File: config.mk
export PLATFORM = sky130hd
export DESIGN_NAME = dwq_cell
export DESIGN_NICKNAME = d
export VERILOG_FILES = /design/src/hw/rtl/delta_wake_queue_macros.svh /design/src/hw/rtl/dwq_pkg.sv /design/src/hw/rtl/dwq_cell.sv
export SDC_FILE = /design/constraint.sdc
export NUM_CORES = 1
export LEC_CHECK = 0
export BUFFER_PORTS_ARGS = -buffer_cell sky130_fd_sc_hd__buf_2
export CORE_AREA = 2 2 128 130
export DETAILED_ROUTE_END_ITERATION = 16
export DIE_AREA = 0 0 130 132
export GPL_ROUTABILITY_DRIVEN = 0
export PLACE_DENSITY = 0.76
export SLEW_MARGIN = 20
export SYNTH_ARGS = -nofsm -noshare
export SYNTH_HDL_FRONTEND = slang
export SYNTH_SLANG_ARGS = --single-unit
File: constraint.sdc
create_clock -name clock -period 7.3 [get_ports clock]
set_clock_uncertainty 0.2 [all_clocks]
set_input_delay 1.095 -clock clock [delete_from_list [all_inputs] [get_ports clock]]
set_output_delay 1.095 -clock clock [all_outputs]
set_load 0.01 [all_outputs]
File: src/hw/rtl/delta_wake_queue_macros.svh
// Assertion macros for the delta wake queue.
// Included by files that carry concurrent checks; no other dependencies.
`ifndef DELTA_WAKE_QUEUE_MACROS_SVH
`define DELTA_WAKE_QUEUE_MACROS_SVH
`ifndef SYNTHESIS
`define DWQ_ASSERT(label, clk, rst, prop, msg) \
   label: assert property (@(posedge clk) disable iff (rst) (prop)) else $error(msg);
`define DWQ_ASSERT_RST(label, clk, prop, msg) \
   label: assert property (@(posedge clk) (prop)) else $error(msg);
`else
`define DWQ_ASSERT(label, clk, rst, prop, msg)
`define DWQ_ASSERT_RST(label, clk, prop, msg)
`endif
`endif

File: src/hw/rtl/dwq_pkg.sv
// Shared types and constants for the delta wake queue.
// No dependencies.
package dwq_pkg;
   localparam int MAX_EVENTS_DEF = 16;
   localparam int TASK_BITS_DEF = 8;
   localparam logic [19:0] US_PER_TICK_RST = 20'd10000;

   typedef enum logic [1:0] {
      CMD_TICK = 2'd0,
      CMD_SCHED = 2'd1,
      CMD_CANCEL = 2'd2,
      CMD_NONE = 2'd3
   } cmd_type;

   typedef enum logic [2:0] {
      ST_IDLE,
      ST_WALK,
      ST_SHIFT,
      ST_RESP
   } state_type;

   // Per-cycle command from the sequencer to every cell.
   typedef struct packed {
      logic shift_up;
      logic shift_down;
      logic load_new;
      logic sub_head;
      logic add_delta;
      logic sub_delta;
   } cell_ctl_type;
endpackage

File: src/hw/rtl/dwq_cell.sv
// One entry of the delta list: delta, id and task, with its neighbor links.
// Depends on dwq_pkg.
module dwq_cell #(
   parameter int TASK_BITS = dwq_pkg::TASK_BITS_DEF
) (
   input  logic                 clock,
   input  logic                 sel,
   input  logic                 op_up,
   input  logic                 op_down,
   input  logic                 op_load,
   input  logic                 op_add,
   input  logic                 op_sub,
   input  logic [31:0]          opnd,
   input  logic [31:0]          new_delta,
   input  logic [31:0]          new_uid,
   input  logic [TASK_BITS-1:0] new_task,
   input  logic [31:0]          prev_delta,
   input  logic [31:0]          prev_uid,
   input  logic [TASK_BITS-1:0] prev_task,
   input  logic [31:0]          next_delta,
   input  logic [31:0]          next_uid,
   input  logic [TASK_BITS-1:0] next_task,
   output logic [31:0]          delta,
   output logic [31:0]          uid,
   output logic [TASK_BITS-1:0] task_no
);
   logic [31:0] delta_ff, delta_in, uid_ff, uid_in;
   logic [TASK_BITS-1:0] task_ff, task_in;

   always_comb begin
      delta_in = delta_ff;
      uid_in = uid_ff;
      task_in = task_ff;
      if (sel && op_load) begin
         delta_in = new_delta;
         uid_in = new_uid;
         task_in = new_task;
      end else if (sel && op_up) begin
         delta_in = prev_delta;
         uid_in = prev_uid;
         task_in = prev_task;
      end else if (sel && op_down) begin
         delta_in = next_delta;
         uid_in = next_uid;
         task_in = next_task;
      end else if (sel && op_add) begin
         delta_in = delta_ff + opnd;
      end else if (sel && op_sub) begin
         delta_in = delta_ff - opnd;
      end
   end

   always_ff @(posedge clock) begin
      delta_ff <= delta_in;
      uid_ff <= uid_in;
      task_ff <= task_in;
   end

   assign delta = delta_ff;
   assign uid = uid_ff;
   assign task_no = task_ff;
endmodule

[Word-level counts from Yosys, hierarchy flattened]
Cells that the tools add are included.
Widths: inputs -> output; s select.
Word-level totals
  bits in registers: 72
  output and inout port bits: 72
  input port bits: 255
  word-level logic and storage cells: 23
Operators by class
  muxes and demuxes: 11
  reductions and logical operators: 7
  add/sub/neg operators: 2
Operators with widths (count)
  $mux 32: 8
  $add 32x32->32: 1
  $sub 32x32->32: 1
  $mux 8: 3
  $logic_and 1x1->1: 5
  $reduce_bool 5->1: 1
  $reduce_bool 3->1: 1

[Longest topological paths before layout]
  depth in word-level cells: 6
  gate-level depth with buffers: 18
  mapped depth without buffers: 18

[Worst setup path before layout]
No wires, ideal clock.
  kind: input to register
  from: input port opnd[8]
  to: register delta_ff[29], in the netlist delta[29], data pin
  stages: 16
  arrival time: 4.452 ns
  slack: 2.369 ns
  cell sequence: or4_4 > or3_4 > or4b_4 > nand2_1 > xnor2_1 > ha_1 > clkbuf_1 > a21oi_1 > a21oi_1 > nand2_1 > and2_1 > nor3b_1 > o21a_1 > o311ai_1 > xnor2_1 > a221oi_1
On the way
  word-level cells in the longest chain between the ends: 6
  elaborated cells between the ends (all ways): 7
RTL lines
  start, declared: line dwq_cell.sv:13  | input logic [31:0] opnd,
  $sub 32x32->32: line dwq_cell.sv:49  | delta_in = delta_ff - opnd;
  $mux 32: line dwq_cell.sv:48  | end else if (sel && op_sub) begin
  $mux 32 *: line dwq_cell.sv:46  | end else if (sel && op_add) begin
  $mux 32 *: line dwq_cell.sv:42  | end else if (sel && op_down) begin
  $mux 32 *: line dwq_cell.sv:38  | end else if (sel && op_up) begin
  $mux 32 *: line dwq_cell.sv:34  | if (sel && op_load) begin
  via delta_in[29]: line dwq_cell.sv:27  | logic [31:0] delta_ff, delta_in, uid_ff, uid_in;
  end signal, assigned: line dwq_cell.sv:54  | delta_ff <= delta_in;
  end, declared: line dwq_cell.sv:27
Mark *: on every way through the listed nets, which the timed path passes. The rest lies on a longest branch. The select of a mux whose other input is x is not followed.
A chain may end at the register's enable or synchronous reset.

[Final worst setup path]
  from: input port opnd[4]
  to: register delta_ff[29], in the netlist delta[29], data pin
Same word-level chain as after synthesis.

==> impl_summary.md <==
STA
The tightest hold path in the finished design has a slack of ~0.75 ns. Setup violations remaining at the end of the flow were counted as 0. Setup repair after global routing left no endpoint under its margin. The worst path needs ~5 ns of the cycle, external delays included. The transition at the pin with the smallest max-transition slack is around 0.97 ns. Setup total negative slack on the finished layout was measured at 0 ns. Of the available clock period, the critical path in the final layout requires between 60% and 70%. Once routing completed, OpenROAD measured the worst setup slack at ~2.2 ns. The final-report max-slew violation count is 0.

The number of failing hold endpoints at the final stage was 0. Headroom to the max-slew limit came out at around a third. For this run, the top clock speed supported by timing is a little under 200 MHz.

Place
The detailed placement HPWL is approximately 18000 um. Once placement completed, the tool counted placed cells totaling 1246. The post-placement cell area is ~7900 um2. During placement, the flow inserted port buffers numbering between 300 and 400. The setup slack at placement is between 1.5 and 2 ns.

Synth
The portion of synthesized cell area occupied by the leading cell type is around a third. The synthesized netlist devotes 8.58% of its cell area to XOR and XNOR gates. The largest family of logic cells by synthesized area is compound AO/OA/AOI/OAI gates. The share of flip-flops with an asynchronous set or reset after synthesis is 0%. Synthesis produced a netlist with a net count of between 1k and 1.5k. The synthesis-stage register bit count is 72. Yosys mapped a number of flops with a built-in enable equal to approximately 70. In the post-synthesis netlist, the biggest area contributors are edfxtp_1 35%, nand2_1 8.6%, ha_1 7.5%. After synthesis the cells add up to between 6000 and 7000 um2.

The share of synthesized area spent on multiplexers is 0.489%. The post-synthesis compound-gate area fraction is a little under a quarter. The number of instances in the synthesized netlist is ~740. Among all flip-flop cells after synthesis, the most frequent one is edfxtp_1. The post-synthesis cell type with the largest combined area is edfxtp_1. The average cell area after synthesis is 8.28 um2. For this run, the register share of the synthesized area comes to about a third. The Yosys step of the flow raised 0 warnings. The distinct cell type count after synthesis is 52. The simple-gate portion of the synthesized area is 20.8%. Summing the areas of all fa, ha and maj instances in the mapped netlist gives just under 8% of the synthesized area.

Final layout
Of the cells placed in the final design, the portion with a size suffix greater than 1 is around a third. From synthesis to final layout, the design area changed by 34.1%. In the final design database the tool counted between 1k and 1.5k nets. Leaving out fill and tap cells, the most frequent cells in the layout are 326 x buf_2, 138 x nand2_1, 82 x nor2_1, 72 x edfxtp_1, 55 x a21oi_1. The number of standard cells in the layout, taps in and fillers out is 1264. The final instance area is approximately 8200 um2. The core utilization of the finished layout is a little over half. The commonest non-fill, non-tap cell in the layout is buf_2. The filler cell count in the final layout is around 1.5k.

GRT
Across every metal layer, demand over resource in global routing totals 25.6%. The pin count of the biggest net entering global routing is slightly above 80. The number of antenna violations at the first check in global routing is 4. The global-route wire length before repair is about 34000 um.

The met1 capacity usage during global routing is between 30% and 40%. For this run, global-route usage on met3 was measured as 6.57%. The global routing stage identified its most utilized layer as met2.

The total overflow reported by the global router is 0. The number of global-route vias before repair is 6530. In the global route stage, met2 resource usage came out at ~43%.

Setup path
The worst register-to-register path begins at delta[0]. Among cell families on the critical path, the largest total delay comes from simple AND/OR/NAND/NOR gates. The endpoint of the worst register-to-register path is delta[26]. STA puts the critical path data required time at around 7.3 ns.

The worst setup path is of the in2reg kind. For this design, the slowest cell found on the critical path is or4b_4. The stage delay of the slowest cell on the critical path is ~0.55 ns.

The worst-path maximum fanout is 7. For the worst flop-to-flop path, the logic depth is 11. The count of buffer and inverter cells on the critical path is 1. Walking the worst path, the cells encountered are buf_2, nor4_4, nand2_2, or3_4, or4b_4, nand2_1, xnor2_1, ha_1, a21oi_1, a21oi_1, nand2_1, and2_1, nor3b_1, o21a_1, o311ai_1, xnor2_1, a221oi_1. The setup slack of the worst register-to-register path is a little under 4 ns. The critical path startpoint category is a primary input.

The element type at the critical path end is a register. The arrival time at the worst endpoint is a little over 5 ns.

Clock network
The longest clock path from root to sink contains 2 buffers. The cell chosen for the clock root is clkbuf_16. The clock sink count is between 70 and 80. In this run, post-CTS repair resized a total of 0 instances.

Clock latency on the worst-skew pair, taken at its later pin, is 0.35 ns. The post-CTS setup buffer count is 0. The number of buffers inserted by hold repair at cts is 0.

TritonCTS built the clock tree. The H-tree generated during clock tree synthesis spans 3 levels. After clock tree synthesis, the clock-pin slew on the worst setup and hold paths is roughly 0.060 ns.

Clock tree synthesis inserted a total of 9 buffers.

Detailed routing
For this block, the initial DRC count from the detailed router was around 430. The total length of routed wires is roughly 23000 um. The first detailed-routing pass took 6 iterations. Once detail routing completed, the nets flagged for antenna violations numbered 0. The routed layout has 6840 vias.

The detailed-route DRC error count is 0. In the final routed layout, each cell accounts on average for between 15 and 20 um. In the routed layout, each cell is associated on average with a via count of 5.41.

Pwr
Dividing total power by cell area gives a power density of ~260 nW/um2. The overall power after layout is between 2 and 2.5 mW. The worst supply voltage drop on vdd is 0.117 mV. The analysis attributes to cell leakage a power of approximately 3.7 nW.

Floorplanning
The height of the die is 132 um. Row generation in the floorplan step produced 46 rows. In this run the standard cell core region covers approximately 16000 um2. The number of primary I/O pins is between 300 and 400.

In this run the horizontal extent of the chip is ~130 um. The die covers about 17000 um2. The initial cell density of the core is approximately two fifths.

Hold path
The path with the worst hold slack has its endpoint at delta[31]. The worst hold path begins at delta[31]. Counting instances, the worst hold path has a depth of 4. The worst hold-check path type is reg2reg.

Status
The flow ran to the end, and the final reports show no timing, DRC or antenna violations.

Job
Across the run, the number of max-cap violations was 0.
## sequential cells by signal (all words and copies together) (netlist names)
signal	cells
delta	32
task_no	8
uid	32
## Yosys cell counts (15+ instances only)
| cell | number |
|---|---|
| inv_1 | 15 |
| nor2_1 | 82 |
| o21ai_0 | 47 |
| xor2_1 | 20 |
| ha_1 | 37 |
| nand2_1 | 140 |
| a31oi_1 | 46 |
| o22ai_1 | 15 |
| a21oi_1 | 55 |
| edfxtp_1 | 72 |
| xnor2_1 | 37 |
| clkbuf_1 | 31 |
## power by group
group | leakage, nW | total (mW) | switching (mW) | internal, mW
clock network | 0.142 | 0.456 | 0.191 | 0.265
registers | 0.719 | 0.629 | 0.0545 | 0.575
logic | 2.85 | 1.05 | 0.598 | 0.447
## cells by family after synthesis
family | after synthesis
AND/OR/NAND/NOR | 283
AO/OA/AOI/OAI | 230
flip-flops | 72
XOR/XNOR | 58
buffers and inverters | 58
adder cells (fa/ha/maj) | 38
multiplexers | 3
## layer usage
| layer | vias to the layer above | routed length [um] | share of wire, % |
|---|---|---|---|
| met5 | - | 24 | 0.11 |
| met4 | 4 | 789 | 3.5 |
| met3 | 59 | 1900 | 8.4 |
| met2 | 347 | 10900 | 48 |
| met1 | 3113 | 8960 | 40 |
| li1 | 3317 | - | - |
## tightest hold or removal path, delay by kind of cell, from the launching register on
| family | cells | cell delay (ns) |
|---|---|---|
| AO/OA/AOI/OAI | 1 | 0.06 |
| XOR/XNOR | 2 | 0.34 |
| flip-flops | 1 | 0.38 |
| AND/OR/NAND/NOR | 1 | 0.05 |
## worst max path at each step
stage / start / end / slack [ns] / depth (start not counted)
after floorplan: opnd[8] / delta[29] / 2.37 / 16
after global placement: opnd[4] / delta[31] / 2.01 / 18
after detailed placement: opnd[4] / delta[31] / 1.91 / 18
after CTS: opnd[4] / delta[29] / 2.20 / 17
after global routing: opnd[4] / delta[29] / 1.86 / 17
final: opnd[4] / delta[29] / 2.19 / 17
## cell type report
cell class,instances,area [um2],area share (%)
Clock buffer,9,225,2.73
Timing Repair Buffer,331,1670,20.3
Inverter,15,56.3,0.683
Sequential cell,72,2160,26.2
Multi-Input combinational cell,612,3780,45.9
Antenna cell,3,7.51,0.0911
Clock inverter,6,68.8,0.835
Tap cell,216,270,3.28
Note: power is estimated with default switching activity, not from simulation.
